File: src/rtl/fdsr_pkg.sv
// shared widths, register codes and span record for the filled disc span rasterizer
package fdsr_pkg;

    // field widths
    localparam int CoordW   = 13;
    localparam int RadW     = 5;
    localparam int ColorW   = 32;
    localparam int RowW     = 12;
    localparam int LenW     = 13;
    localparam int AddrW    = 32;
    localparam int WidthW   = 13;
    localparam int PitchW   = 15;
    localparam int BaseW    = 30;
    localparam int CfgIdxW  = 2;
    localparam int CfgDataW = 30;
    localparam int SDataW   = 64;
    localparam int MDataW   = 104;

    // internal widths
    localparam int DyW    = RadW + 1;
    localparam int HwW    = RadW + 1;
    localparam int SumW   = 2 * HwW + 1;
    localparam int PosW   = CoordW + 1;
    localparam int ClipW  = PosW + 1;
    localparam int ProdW  = RowW + PitchW;
    localparam int MaxRow = (1 << RowW) - 1;

    // register reset values
    localparam logic [WidthW-1:0] ResetWidth  = 13'd640;
    localparam logic [WidthW-1:0] ResetHeight = 13'd480;
    localparam logic [PitchW-1:0] ResetPitch  = 15'd2560;
    localparam logic [BaseW-1:0]  ResetBase   = 30'd0;

    // configuration register codes
    typedef enum logic [CfgIdxW-1:0] {
        REG_SCREEN_WIDTH  = 2'd0,
        REG_SCREEN_HEIGHT = 2'd1,
        REG_ROW_PITCH     = 2'd2,
        REG_FRAME_BASE    = 2'd3
    } cfg_reg_t;

    // one clipped span, ready for the address add
    typedef struct packed {
        logic [RowW-1:0]  row;
        logic [RowW-1:0]  start;
        logic [LenW-1:0]  length;
        logic [ProdW-1:0] row_offset;
        logic             empty;
        logic             last;
    } span_t;

endpackage

File: src/rtl/fdsr_fit_unit.sv
// shared square-and-compare unit: does cand^2 + dy^2 <= r^2 hold
module fdsr_fit_unit (
    input  logic [fdsr_pkg::HwW-1:0]  cand,
    input  logic [fdsr_pkg::RadW-1:0] dy_mag,
    input  logic [fdsr_pkg::RadW-1:0] radius,
    output logic                      fits
);
    import fdsr_pkg::*;

    logic [2*HwW-1:0]  cand_sq;
    logic [2*RadW-1:0] dy_sq;
    logic [2*RadW-1:0] r_sq;
    logic [SumW-1:0]   lhs;
    logic [SumW-1:0]   rhs;

    // squares of narrow operands
    assign cand_sq = cand * cand;
    assign dy_sq   = dy_mag * dy_mag;
    assign r_sq    = radius * radius;

    // sum and compare
    assign lhs  = SumW'(cand_sq) + SumW'(dy_sq);
    assign rhs  = SumW'(r_sq);
    assign fits = (lhs <= rhs);

endmodule

File: src/rtl/fdsr_clip_unit.sv
// clips one row of the disc to the screen and registers the span record
module fdsr_clip_unit (
    input  logic                              clk,
    input  logic                              load,
    input  logic signed [fdsr_pkg::CoordW-1:0] center_x,
    input  logic signed [fdsr_pkg::CoordW-1:0] center_y,
    input  logic signed [fdsr_pkg::DyW-1:0]   dy,
    input  logic [fdsr_pkg::HwW-1:0]          hw,
    input  logic                              last,
    input  logic [fdsr_pkg::WidthW-1:0]       screen_width,
    input  logic [fdsr_pkg::WidthW-1:0]       screen_height,
    input  logic [fdsr_pkg::PitchW-1:0]       row_pitch,
    output fdsr_pkg::span_t                   span
);
    import fdsr_pkg::*;

    logic signed [PosW-1:0]  row_s;
    logic signed [PosW-1:0]  hw_s;
    logic signed [PosW-1:0]  x1;
    logic signed [PosW-1:0]  x2;
    logic signed [ClipW-1:0] w_s;
    logic signed [ClipW-1:0] h_s;
    logic signed [ClipW-1:0] x1_c;
    logic signed [ClipW-1:0] x2_c;
    logic                    empty;
    logic [ProdW-1:0]        prod;
    logic [ClipW-1:0]        len_wide;
    span_t                   span_reg;

    // raw span edges and row
    assign hw_s  = $signed(PosW'({1'b0, hw}));
    assign row_s = PosW'(center_y) + PosW'(dy);
    assign x1    = PosW'(center_x) - hw_s;
    assign x2    = PosW'(center_x) + hw_s + PosW'(1);

    // clip against the screen edges
    assign w_s  = $signed(ClipW'({2'b00, screen_width}));
    assign h_s  = $signed(ClipW'({2'b00, screen_height}));
    assign x1_c = (x1 < 0) ? ClipW'(0) : ClipW'(x1);
    assign x2_c = (ClipW'(x2) > w_s) ? w_s : ClipW'(x2);

    assign empty = (row_s < 0) || (ClipW'(row_s) >= h_s)
                || (ClipW'(row_s) > ClipW'(MaxRow)) || (x1_c >= x2_c);

    // length and row offset
    assign len_wide = x2_c - x1_c;
    assign prod     = row_s[RowW-1:0] * row_pitch;

    // register the span record
    always_ff @(posedge clk)
    begin
        if (load)
        begin
            span_reg.row        <= row_s[RowW-1:0];
            span_reg.start      <= x1_c[RowW-1:0];
            span_reg.length     <= len_wide[LenW-1:0];
            span_reg.row_offset <= prod;
            span_reg.empty      <= empty;
            span_reg.last       <= last;
        end
    end

    assign span = span_reg;

endmodule

File: src/rtl/filled_disc_span_rasterizer.sv
// top level of the filled disc span rasterizer: sequencer, registers and output word
//
// usage
//   s_* takes one disc request word; m_* gives 2r+1 span words per disc,
//   one per row from the top of the disc down, m_tlast on the bottom span.
//   m_tuser flags an empty span (off-screen or past row 4095); its row, start,
//   length and address are zero but it still keeps its place in the run.
//   cfg_* writes screen_width, screen_height, row_pitch and frame_base at
//   any time; cfg_ready is always high. write them only while idle.
// timing
//   s_tready is high only while no disc is in work. per row the shared
//   square-and-compare unit walks the half-width one step a cycle from the
//   previous row's value, then the clip unit clips the span and registers
//   row times pitch; the address add loads the output register when it is free.
// reset and stall
//   reset clears the sequencer and output valid and loads the register
//   defaults (640 x 480, pitch 2560, base 0). while m_tready is low the
//   finished span holds in the output register and the sequencer waits.
module filled_disc_span_rasterizer (
    input  logic                             clk,
    input  logic                             rst_n,
    input  logic                             s_tvalid,
    output logic                             s_tready,
    // center_x[12:0], center_y[25:13], radius[30:26], fill_color[62:31], zero[63]
    input  logic [fdsr_pkg::SDataW-1:0]      s_tdata,
    output logic                             m_tvalid,
    input  logic                             m_tready,
    // span_row[11:0], span_start[23:12], span_length[36:24],
    // span_address[68:37], span_color[100:69], zero[103:101]
    output logic [fdsr_pkg::MDataW-1:0]      m_tdata,
    // span_empty[0]
    output logic                             m_tuser,
    output logic                             m_tlast,
    input  logic                             cfg_valid,
    output logic                             cfg_ready,
    input  logic [fdsr_pkg::CfgIdxW-1:0]     cfg_index,
    input  logic [fdsr_pkg::CfgDataW-1:0]    cfg_data
);
    import fdsr_pkg::*;

    typedef enum logic [1:0] {
        ST_IDLE,
        ST_SEARCH,
        ST_EMIT
    } state_t;

    state_t                   state_reg;
    logic signed [CoordW-1:0] cx_reg;
    logic signed [CoordW-1:0] cy_reg;
    logic [RadW-1:0]          r_reg;
    logic [ColorW-1:0]        color_reg;
    logic signed [DyW-1:0]    dy_reg;
    logic [HwW-1:0]           hw_reg;
    logic [WidthW-1:0]        width_reg;
    logic [WidthW-1:0]        height_reg;
    logic [PitchW-1:0]        pitch_reg;
    logic [BaseW-1:0]         base_reg;
    logic                     m_tvalid_reg;
    logic [MDataW-1:0]        m_tdata_reg;
    logic                     m_tuser_reg;
    logic                     m_tlast_reg;

    logic                     grow;
    logic [RadW-1:0]          dy_mag;
    logic [HwW-1:0]           cand;
    logic                     fits;
    logic                     row_done;
    logic                     is_last;
    logic                     out_free;
    span_t                    span;
    logic [AddrW-1:0]         addr;
    logic [MDataW-1:0]        tdata_next;

    // configuration registers
    assign cfg_ready = 1'b1;

    always_ff @(posedge clk or negedge rst_n)
    begin
        if (!rst_n)
        begin
            width_reg  <= ResetWidth;
            height_reg <= ResetHeight;
            pitch_reg  <= ResetPitch;
            base_reg   <= ResetBase;
        end
        else if (cfg_valid && cfg_ready)
        begin
            unique case (cfg_reg_t'(cfg_index))
                REG_SCREEN_WIDTH:  width_reg  <= cfg_data[WidthW-1:0];
                REG_SCREEN_HEIGHT: height_reg <= cfg_data[WidthW-1:0];
                REG_ROW_PITCH:     pitch_reg  <= cfg_data[PitchW-1:0];
                REG_FRAME_BASE:    base_reg   <= cfg_data[BaseW-1:0];
                default:           ;
            endcase
        end
    end

    // half-width walk: grows up to the center row, shrinks below it
    assign grow    = (dy_reg <= 0);
    assign dy_mag  = dy_reg[DyW-1] ? RadW'(-dy_reg) : dy_reg[RadW-1:0];
    assign cand    = grow ? (hw_reg + HwW'(1)) : hw_reg;
    assign is_last = (dy_reg == $signed({1'b0, r_reg}));

    fdsr_fit_unit u_fit (
        .cand   (cand),
        .dy_mag (dy_mag),
        .radius (r_reg),
        .fits   (fits)
    );

    assign row_done = (state_reg == ST_SEARCH) && (grow ? !fits : fits);

    fdsr_clip_unit u_clip (
        .clk           (clk),
        .load          (row_done),
        .center_x      (cx_reg),
        .center_y      (cy_reg),
        .dy            (dy_reg),
        .hw            (hw_reg),
        .last          (is_last),
        .screen_width  (width_reg),
        .screen_height (height_reg),
        .row_pitch     (pitch_reg),
        .span          (span)
    );

    // address add and output word packing
    assign addr = AddrW'(base_reg) + AddrW'(span.row_offset)
                + AddrW'({span.start, 2'b00});

    assign tdata_next = span.empty
        ? MDataW'({color_reg, AddrW'(0), LenW'(0), RowW'(0), RowW'(0)})
        : MDataW'({color_reg, addr, span.length, span.start, span.row});

    assign out_free = !m_tvalid_reg || m_tready;

    // sequencer and output register
    always_ff @(posedge clk or negedge rst_n)
    begin
        if (!rst_n)
        begin
            state_reg    <= ST_IDLE;
            m_tvalid_reg <= 1'b0;
            cx_reg       <= '0;
            cy_reg       <= '0;
            r_reg        <= '0;
            color_reg    <= '0;
            dy_reg       <= '0;
            hw_reg       <= '0;
            m_tdata_reg  <= '0;
            m_tuser_reg  <= 1'b0;
            m_tlast_reg  <= 1'b0;
        end
        else
        begin
            // drop the word once taken, unless a new span replaces it
            if (m_tvalid_reg && m_tready && (state_reg != ST_EMIT))
            begin
                m_tvalid_reg <= 1'b0;
            end

            unique case (state_reg)
                ST_IDLE:
                begin
                    if (s_tvalid)
                    begin
                        cx_reg    <= $signed(s_tdata[CoordW-1:0]);
                        cy_reg    <= $signed(s_tdata[2*CoordW-1:CoordW]);
                        r_reg     <= s_tdata[2*CoordW+RadW-1:2*CoordW];
                        color_reg <= s_tdata[2*CoordW+RadW+ColorW-1:2*CoordW+RadW];
                        dy_reg    <= DyW'(0) - $signed(DyW'({1'b0,
                                     s_tdata[2*CoordW+RadW-1:2*CoordW]}));
                        hw_reg    <= '0;
                        state_reg <= ST_SEARCH;
                    end
                end
                ST_SEARCH:
                begin
                    priority if (row_done)
                    begin
                        state_reg <= ST_EMIT;
                    end
                    else if (grow)
                    begin
                        hw_reg <= hw_reg + HwW'(1);
                    end
                    else
                    begin
                        hw_reg <= hw_reg - HwW'(1);
                    end
                end
                ST_EMIT:
                begin
                    if (out_free)
                    begin
                        m_tvalid_reg <= 1'b1;
                        m_tdata_reg  <= tdata_next;
                        m_tuser_reg  <= span.empty;
                        m_tlast_reg  <= span.last;
                        if (span.last)
                        begin
                            state_reg <= ST_IDLE;
                        end
                        else
                        begin
                            dy_reg    <= dy_reg + DyW'(1);
                            state_reg <= ST_SEARCH;
                        end
                    end
                end
                default:
                begin
                    state_reg <= ST_IDLE;
                end
            endcase
        end
    end

    assign s_tready = (state_reg == ST_IDLE);
    assign m_tvalid = m_tvalid_reg;
    assign m_tdata  = m_tdata_reg;
    assign m_tuser  = m_tuser_reg;
    assign m_tlast  = m_tlast_reg;

endmodule

File: config.mk
export PLATFORM = sky130hd
export DESIGN_NAME = filled_disc_span_rasterizer
export DESIGN_NICKNAME = d
export VERILOG_FILES = /design/src/rtl/fdsr_pkg.sv /design/src/rtl/fdsr_fit_unit.sv /design/src/rtl/fdsr_clip_unit.sv /design/src/rtl/filled_disc_span_rasterizer.sv
export SDC_FILE = /design/constraint.sdc
export NUM_CORES = 1
export LEC_CHECK = 0
export BUFFER_PORTS_ARGS = -buffer_cell sky130_fd_sc_hd__buf_2
export CORE_MARGIN = 5
export CORE_UTILIZATION = 40
export DETAILED_ROUTE_END_ITERATION = 12
export PLACE_DENSITY_LB_ADDON = 0.3
export SLEW_MARGIN = 30
export SYNTH_ARGS = -nofsm -noshare
export SYNTH_HDL_FRONTEND = slang
export SYNTH_SLANG_ARGS = --single-unit
File: constraint.sdc
create_clock -name clk -period 16 [get_ports clk]
set_input_delay 2.4 -clock clk [delete_from_list [all_inputs] [get_ports clk]]
set_output_delay 2.4 -clock clk [all_outputs]
set_load 0.02 [all_outputs]
==> results of run 1 <==
==> worst paths after layout <==
| path | from | endpoint | slack [ps] | cells after the start |
|---|---|---|---|---|
| worst max-delay path | dy_reg[0]$_DFFE_PN0P_ | u_clip.span[62]$_DFFE_PP_ | 6310 | 33 |
| max in group asynchronous | rst_n | color_reg[19]$_DFFE_PN0P_ | 12680 | 2 |
| worst max register to register | dy_reg[0]$_DFFE_PN0P_ | u_clip.span[62]$_DFFE_PP_ | 6310 | 33 |
| min in group asynchronous | rst_n | m_tdata[33]$_DFFE_PN0P_ | 1880 | 1 |
| worst min register to register | color_reg[31]$_DFFE_PN0P_ | color_reg[31]$_DFFE_PN0P_ | 470 | 2 |
| worst min-delay path | color_reg[31]$_DFFE_PN0P_ | color_reg[31]$_DFFE_PN0P_ | 470 | 2 |
==> layer usage <==
metal | share of wire (%) | routed length (um) | vias to the layer above
met3 | 6.6 | 4180 | 94
met2 | 45 | 28600 | 446
met5 | 0.10 | 65 | -
li1 | - | - | 8682
met4 | 2.1 | 1330 | 10
met1 | 46 | 28900 | 8941
==> logic make-up after synthesis <==
logic type                 synth area share, %
AOI/OAI and AO/OA                         9.76
other                                   0.0304
DFF                                       33.4
buffers and inverters                     6.31
adders and majority gates                 26.4
xor gates and xnor gates                  4.00
and+or+nand+nor                           14.7
muxes                                     5.39
==> area by class of cell <==
type,count,area [sq um]
Multi-Input combinational cell,1814,15000
Sequential cell,317,8270
Inverter,308,1160
Clock buffer,65,1200
Tap cell,790,988
Antenna cell,6,15.0
Fill cell,5873,33600
Clock inverter,9,97.6
Timing Repair Buffer,222,1180
==> stage by stage <==
step / worst slack (ps) / util (%)
finish: 6310 / 45.4
global route: 5630 / 45.4
CTS: 6240 / 45.3
detailed placement: 6250 / 43.2
global placement: 6320 / 43.2
floorplan: 5560 / -
==> Yosys cell counts (21+ instances only) <==
master    number  share of area, %
nor2_1        89               1.4
clkbuf_1      81               1.2
a21o_1        42               1.3
o21ai_0      108               2.2
xnor2_1       75               2.7
ha_1         237                12
nand2_1      435               6.6
inv_1        308               4.7
nor2b_1       21              0.53
xor2_1        33               1.2
nand2b_1      61               1.5
and2_1        75               1.9
fa_1         178                14
mux2_2       105               4.8
nand3_1       23              0.47
a21oi_1       73               1.5
nor3_1        35              0.71
dfrtp_1      243                25
edfxtp_1      66               8.0
==> tightest hold or removal path: stages, from the launching register on <==
cell	delay (ps)
dfrtp_1	340
nand2_1	50
nand2_1	50
==> flow_summary.json, run 1 <==
{
  "max-slew-margin-rel_pct": 34.5,
  "grt.busiest_layer": "met2",
  "instances_no_fill": 3531,
  "io_pins": 210,
  "place_inst": 3451,
  "fp-row-count": 91,
  "htree_levels": 2,
  "crit_path_top_delay_cell": "nor2_4",
  "start_util_pct": 40.2,
  "gp_congestion": 0.884,
  "post_cts_resize_count": 0,
  "synth-main-ff-cell": "dfrtp_1",
  "ant_nets": 0,
  "yosysWarnings": 0,
  "min_period_ps": 9690,
  "insertion_delay_ps": 570,
  "antenna_found_initial": 11,
  "via_per_inst": 5.15,
  "avgSynthCellArea_sq_um": 9.76,
  "yosysUniqueCellTypes": 74,
  "synth-seq-cells": 317,
  "post_dp_cell_area_sq_mm": 0.0266,
  "hold_buffers": 0,
  "fin_skew_ps": 26.9,
  "max_slew.worst_pin.slew_ps": 980,
  "overflow": 0,
  "grt_start_max_net_pins": 147,
  "drc_errors": 0,
  "crit_path_end_kind": "flop",
  "grt_pass1_wl_um": 102000,
  "use_met3_pct": 4.20,
  "dieArea_sq_mm": 0.0669,
  "synth-edff-count": 66,
  "cts_tree": "yes",
  "timing.hold.ws_ps": 468,
  "final_nets": 3219,
  "netlist_area_sq_mm": 0.0247,
  "drv_slew": 0,
  "die_w_um": 259,
  "synth-async-reset-ratio_pct": 79.2,
  "grt_usage_pct": 18.8,
  "clock-sinks": 317,
  "hpwlAfterDp_um": 48700,
  "cts_root_buf": "clkbuf_16",
  "finalWirelength_um": 63100,
  "cp_num_buf_inv": 9,
  "place.port_buffers": 203,
  "crit_arrival_ps": 9900,
  "final_cell_mix": "nand2_1 (433), inv_1 (308), dfrtp_1 (243)",
  "largest_reg_flops": 100,
  "syn_inst": 2534,
  "cp_top_family": "adder cells",
  "clockBufferDepth": 3,
  "clk_pin_slew_worst_paths_ps": 60,
  "critical_path.most_common_cell": "inv_1",
  "grt.met1_usage_pct": 26.0,
  "cp_max_fo": 36,
  "drt-initial-drc-count": 1061,
  "cpPeakStageDelay_ps": 740,
  "cap_violations": 0,
  "vias": 18200,
  "hold_class": "reg2reg",
  "hold_viol": 0,
  "coreArea_sq_mm": 0.0615,
  "synth_seq_area_share_pct": 33.4,
  "postCtsSetupBuffers": 0,
  "met2_usage_pct": 30.5,
  "area_growth_pct": 12.8,
  "max_freq_ghz": 0.103,
  "crit_type": "reg2reg",
  "die_h_um": 259,
  "fin_area_sq_mm": 0.0279,
  "cp-start-kind": "flop",
  "wl_per_cell_um": 17.9,
  "period_share_pct": 60.6,
  "grt_setup_unrepaired": "false",
  "cts_buffers": 40,
  "critPathRequiredTime_ps": 16200,
  "finalSetupTns_ps": 0,
  "drt_first_pass_iters": 5,
  "setup_violations": 0,
  "grt_pass1_vias": 19000,
  "layout_commonest_cell": "nand2_1",
  "drive_gt1_share_pct": 15.6,
  "status": "finished, final reports clean"
}
Power of run 1 is left out: the tool's default activity adds up to more than one toggle a clock period on the data nets, which glitch-free logic cannot reach.
==> run 2, diff against run 1 <==
==> constraint.sdc (replaced) <==
create_clock -name clk -period 9.3 [get_ports clk]
set_input_delay 1.395 -clock clk [delete_from_list [all_inputs] [get_ports clk]]
set_output_delay 1.395 -clock clk [all_outputs]
set_load 0.02 [all_outputs]
==> run 2 against run 1 <==
Worst hold slack hardly changed. Flip-flop and latch count unchanged. Non-clock buffer count increased by 11. Clock skew is 6.3 ps lower. First-iteration DRC count decreased by 7.0%. Cell area up 0.57%. Critical endpoint is now u_clip.span[61]$_DFFE_PP_. Largest cell class unchanged. Highest routed layer unchanged.
==> flow_summary.json, run 2 (synthesized netlist as in run 1, its figures left out) <==
{
  "hold_viol": 0,
  "grt_usage_pct": 18.8,
  "die_w_um": 259,
  "coreArea_sq_mm": 0.0615,
  "drv_slew": 0,
  "drc_errors": 0,
  "antenna_found_initial": 10,
  "max_freq_ghz": 0.115,
  "crit_path_end_kind": "flop",
  "gp_congestion": 0.904,
  "worstHoldStart": "color_reg[1]$_DFFE_PN0P_",
  "vias": 18300,
  "overflow": 0,
  "postCtsSetupBuffers": 0,
  "fin_skew_ps": 20.6,
  "post_cts_resize_count": 0,
  "crit_arrival_ps": 8980,
  "instances_no_fill": 3540,
  "cts_buffers": 40,
  "setup_violations": 0,
  "place.port_buffers": 203,
  "grt_setup_unrepaired": "false",
  "via_per_inst": 5.16,
  "finalSetupTns_ps": 0,
  "grt_start_max_net_pins": 147,
  "clockBufferDepth": 3,
  "hpwlAfterDp_um": 48900,
  "layout_commonest_cell": "nand2_1",
  "final_nets": 3230,
  "hold_class": "reg2reg",
  "r2r-end": "u_clip.span[61]$_DFFE_PP_",
  "ant_nets": 0,
  "hold_depth": 2,
  "hold-path-endpoint": "color_reg[1]$_DFFE_PN0P_",
  "fp-row-count": 91,
  "r2r-start": "dy_reg[0]$_DFFE_PN0P_",
  "die_h_um": 259,
  "min_period_ps": 8720,
  "r2r_cells": 33,
  "largest_reg_flops": 100,
  "place_inst": 3456,
  "cp-start-kind": "flop",
  "wl_per_cell_um": 17.8,
  "clk_pin_slew_worst_paths_ps": 60,
  "max_slew.worst_pin.slew_ps": 941,
  "drt-initial-drc-count": 987,
  "drt_first_pass_iters": 7,
  "htree_levels": 2,
  "crit_path_start": "dy_reg[0]$_DFFE_PN0P_",
  "crit_path_top_delay_cell": "fa_1",
  "start_util_pct": 40.2,
  "finalWirelength_um": 63000,
  "status": "finished, final reports clean",
  "insertion_delay_ps": 570,
  "max-slew-margin-rel_pct": 37.2,
  "clock-sinks": 317,
  "critical_path.most_common_cell": "inv_1",
  "crit_type": "reg2reg",
  "cap_violations": 0,
  "hold_buffers": 0,
  "period_share_pct": 93.8,
  "dieArea_sq_mm": 0.0669,
  "final_cell_mix": "nand2_1 (433), inv_1 (308), dfrtp_1 (243)",
  "cts_tree": "yes",
  "critPathRequiredTime_ps": 9560,
  "cp_max_fo": 35,
  "grt_pass1_vias": 19100,
  "grt_pass1_wl_um": 102000,
  "cpPeakStageDelay_ps": 590,
  "io_pins": 210,
  "reg2reg_slack_ps": 580,
  "cts_root_buf": "clkbuf_16",
  "area_growth_pct": 13.4,
  "drive_gt1_share_pct": 16.3
}
run 2: cell count changes in the layout (fill, tap and decap cells not counted), sizes merged:
cell	previous run	this run
clkbuf	65	54
diode	6	4
clkinv	3	10
buf	222	233
clkinvlp	1	2
bufinv	0	1
inv	313	315
run 2: per-layer routing:
metal	routed length [um]	GRT usage, %	part of all wire (%)	vias up
li1	-	-	-	8716
met1	28500	25.5	45	8954
met2	28700	30.8	46	495
met3	4360	4.31	6.9	88
met4	1400	4.57	2.2	8
met5	45	0	0.071	-
run 2: worst max-delay path by stage:
stage	endpoint	slack [ps]	cells after the start
detailed placement	u_clip.span[28]$_DFFE_PP_	640	33
finish	u_clip.span[61]$_DFFE_PP_	580	33
global route	u_clip.span[61]$_DFFE_PP_	20	33
floorplan	u_clip.span[0]$_DFFE_PP_	720	33
CTS	u_clip.span[18]$_DFFE_PP_	590	33
global placement	u_clip.span[55]$_DFFE_PP_	660	33
run 2: through the flow:
| stage | hold slack, ps | worst slack (ps) | cell area, sq um | utilization [%] |
|---|---|---|---|---|
| 6_report | 468 | 580 | 28100 | 45.6 |
| 5_1_grt | 490 | 19.9 | 28100 | 45.6 |
| 4_1_cts | 474 | 592 | 28000 | 45.5 |
| 3_5_place_dp | 459 | 636 | 26600 | 43.3 |
| 3_3_place_gp | 453 | 664 | 26600 | 43.3 |
| 2_1_floorplan | 442 | 719 | 24800 | - |
run 2: layout make-up:
| cell class | count | area [sq um] |
|---|---|---|
| Antenna cell | 4 | 10.0 |
| Clock buffer | 54 | 1180 |
| Clock inverter | 20 | 193 |
| Fill cell | 5837 | 33400 |
| Inverter | 308 | 1160 |
| Multi-Input combinational cell | 1814 | 15000 |
| Sequential cell | 317 | 8270 |
| Tap cell | 790 | 988 |
| Timing Repair Buffer | 233 | 1300 |
run 2: critical path: cells and delay by family (launching register included):
kind / cells / cell delay, ps
adder cells (fa/ha/maj): 8 / 3390
buffers and inverters: 9 / 920
XOR/XNOR: 3 / 630
flip-flops: 1 / 480
AND/OR/NAND/NOR: 5 / 1020
AO/OA/AOI/OAI: 8 / 1910
Power of run 2 is left out for the same reason.
==> run 3, diff against run 2 <==
--- a/config.mk
+++ b/config.mk
@@ -13,4 +13,5 @@
 export SLEW_MARGIN = 30
 export SYNTH_ARGS = -nofsm -noshare
 export SYNTH_HDL_FRONTEND = slang
+export SYNTH_HIERARCHICAL = 1
 export SYNTH_SLANG_ARGS = --single-unit
==> run 3 against run 2 <==
Via count fell by 0.65%. Final cell count rose by 1.8%. Routed wire length fell by 2.1%.
==> flow_summary.json, run 3 <==
{
  "cts_buffers": 37,
  "drv_slew": 0,
  "fin_skew_ps": 26.4,
  "yosysTopAreaCell": "dfrtp_1",
  "max_slew.worst_pin.slew_ps": 934,
  "synth_seq_area_share_pct": 33.0,
  "start_util_pct": 40.5,
  "drt_first_pass_iters": 5,
  "synth-compound-area-share_pct": 10.1,
  "htree_levels": 2,
  "synth-async-reset-ratio_pct": 79.2,
  "hold_class": "reg2reg",
  "yosysUniqueCellTypes": 85,
  "finalSetupTns_ps": 0,
  "synth_common_cells": "nand2_1 (429), inv_1 (329), dfrtp_1 (243), ha_1 (240), fa_1 (177)",
  "crit_type": "reg2reg",
  "ant_nets": 0,
  "cpPeakStageDelay_ps": 610,
  "grt_pass1_wl_um": 101000,
  "grt_setup_unrepaired": "false",
  "drive_gt1_share_pct": 16.2,
  "layout_commonest_cell": "nand2_1",
  "min_period_ps": 8720,
  "period_share_pct": 93.7,
  "grt_usage_pct": 18.3,
  "drc_errors": 0,
  "final_nets": 3250,
  "dieArea_sq_mm": 0.0677,
  "coreArea_sq_mm": 0.0618,
  "cp_max_fo": 8,
  "fin_ws_ps": 585,
  "place.port_buffers": 203,
  "hold_buffers": 0,
  "die_w_um": 260,
  "vias": 18100,
  "drt-initial-drc-count": 894,
  "avgSynthCellArea_sq_um": 9.83,
  "clk_pin_slew_worst_paths_ps": 60,
  "cp-start-kind": "flop",
  "grt_pass1_vias": 19100,
  "synth-simple-area-share_pct": 14.4,
  "synthXorXnorAreaFrac_pct": 3.88,
  "insertion_delay_ps": 560,
  "hpwlAfterDp_um": 48400,
  "ys_top_cells_by_area": "dfrtp_1 (24%), fa_1 (14%), ha_1 (12%), edfxtp_1 (7.9%), nand2_1 (6.4%)",
  "synth-adder-area-share_pct": 26.1,
  "io_pins": 210,
  "max_freq_ghz": 0.115,
  "crit_arrival_ps": 9140,
  "crit_path_top_delay_cell": "fa_1",
  "critical_path.most_common_cell": "inv_1",
  "wl_per_cell_um": 17.1,
  "netlist_area_sq_mm": 0.0250,
  "gp_congestion": 0.879,
  "post_cts_resize_count": 0,
  "muxShareOfSynthArea_pct": 5.87,
  "largest_reg_flops": 100,
  "overflow": 0,
  "fp-row-count": 91,
  "hold_viol": 0,
  "postCtsSetupBuffers": 0,
  "pre_cts_slack_ps": 606,
  "synth_top_family_by_area": "adder cells",
  "yosysMostFrequentCell": "nand2_1",
  "area_growth_pct": 13.3,
  "cts_tree": "yes",
  "yosysWarnings": 6,
  "synth-seq-cells": 317,
  "finalWirelength_um": 61700,
  "status": "finished, final reports clean",
  "max-slew-margin-rel_pct": 37.6,
  "setup_violations": 0,
  "final_cell_mix": "nand2_1 (427), inv_1 (329), dfrtp_1 (243)",
  "cts_root_buf": "clkbuf_16",
  "clock-sinks": 317,
  "cap_violations": 0,
  "synth-edff-count": 66,
  "via_per_inst": 5.04,
  "antenna_found_initial": 9,
  "crit_path_end_kind": "flop",
  "fillers": 5846,
  "syn_inst": 2547,
  "die_h_um": 260,
  "critPathRequiredTime_ps": 9730,
  "clockBufferDepth": 3,
  "synth_top_area_share_pct": 24.3,
  "synth-main-ff-cell": "dfrtp_1",
  "grt_start_max_net_pins": 170
}
==> run 3: changes by cell type after synthesis, sizes merged, moves of 8 or more <==
cell,delta
a21oi,+18
o21a,+9
inv,+21
and2,+17
a21o,-9
nor3,-15
nor2,-27
o21ai,-8
mux2,+13
==> run 3: path summary, 6_finish.rpt <==
kind	start	end	slack, ps	depth (start not counted)
max reg2reg	dy_reg[1]$_DFFE_PN0P_	hw_reg[5]$_DFFE_PN0P_	580	35
max	dy_reg[1]$_DFFE_PN0P_	hw_reg[5]$_DFFE_PN0P_	580	35
max in group asynchronous	rst_n	cy_reg[11]$_DFFE_PN0P_	7120	3
min reg2reg	m_tdata[67]$_DFFE_PN0P_	m_tdata[67]$_DFFE_PN0P_	470	2
min in group asynchronous	rst_n	m_tdata[76]$_DFFE_PN0P_	820	1
min	m_tdata[67]$_DFFE_PN0P_	m_tdata[67]$_DFFE_PN0P_	470	2
==> run 3: layout make-up <==
type	count	area, sq um	share of cell area (%)
inverter	330	1240	4.37
sequential	317	8270	29.2
antenna	6	15.0	0.0529
timing repair buffer	237	1340	4.72
multi-input combinational	1809	15200	53.5
tap	837	1050	3.69
clock buffer	44	973	3.43
clock inverter	23	299	1.05
==> run 3: metrics by stage <==
step | area, sq um | hold slack (ps) | instances | utilization [%]
2_1_floorplan | 25100 | 438 | 2550 | -
3_3_place_gp | 27000 | 450 | 3529 | 43.7
3_5_place_dp | 27100 | 455 | 3529 | 43.8
4_1_cts | 28300 | 468 | 3596 | 45.8
5_1_grt | 28400 | 489 | 3599 | 45.9
6_report | 28400 | 467 | 3603 | 45.9
==> run 3: worst max-delay path: cells and delay by family, from the launching register on <==
family	cells	cell delay (ps)
flip-flops	1	460
multiplexers	1	330
AND/OR/NAND/NOR	8	1300
AO/OA/AOI/OAI	8	1820
adder cells (fa/ha/maj)	8	3400
buffers and inverters	7	500
XOR/XNOR	3	760
==> run 3: cells by family (layout without fill, tap and decap cells) <==
kind of cell	count (synthesis)	after routing
AOI/OAI and AO/OA	373	373
other	2	11
xor gates and xnor gates	111	111
muxes	132	132
buffers and inverters	424	634
DFF	317	317
adders and majority gates	417	417
and+or+nand+nor	771	771
==> run 3: routing by layer <==
layer  vias up  part of all wire (%)  wire, um  global-route usage [%]
li1       8741                     -         -                       -
met1      8903                    45     27600                    24.7
met2       419                    47     29100                    30.7
met3        71                   6.3      3880                    3.98
met4         8                   1.8      1100                    3.80
met5         -                 0.076        47                       0
Power of run 3 is left out for the same reason.
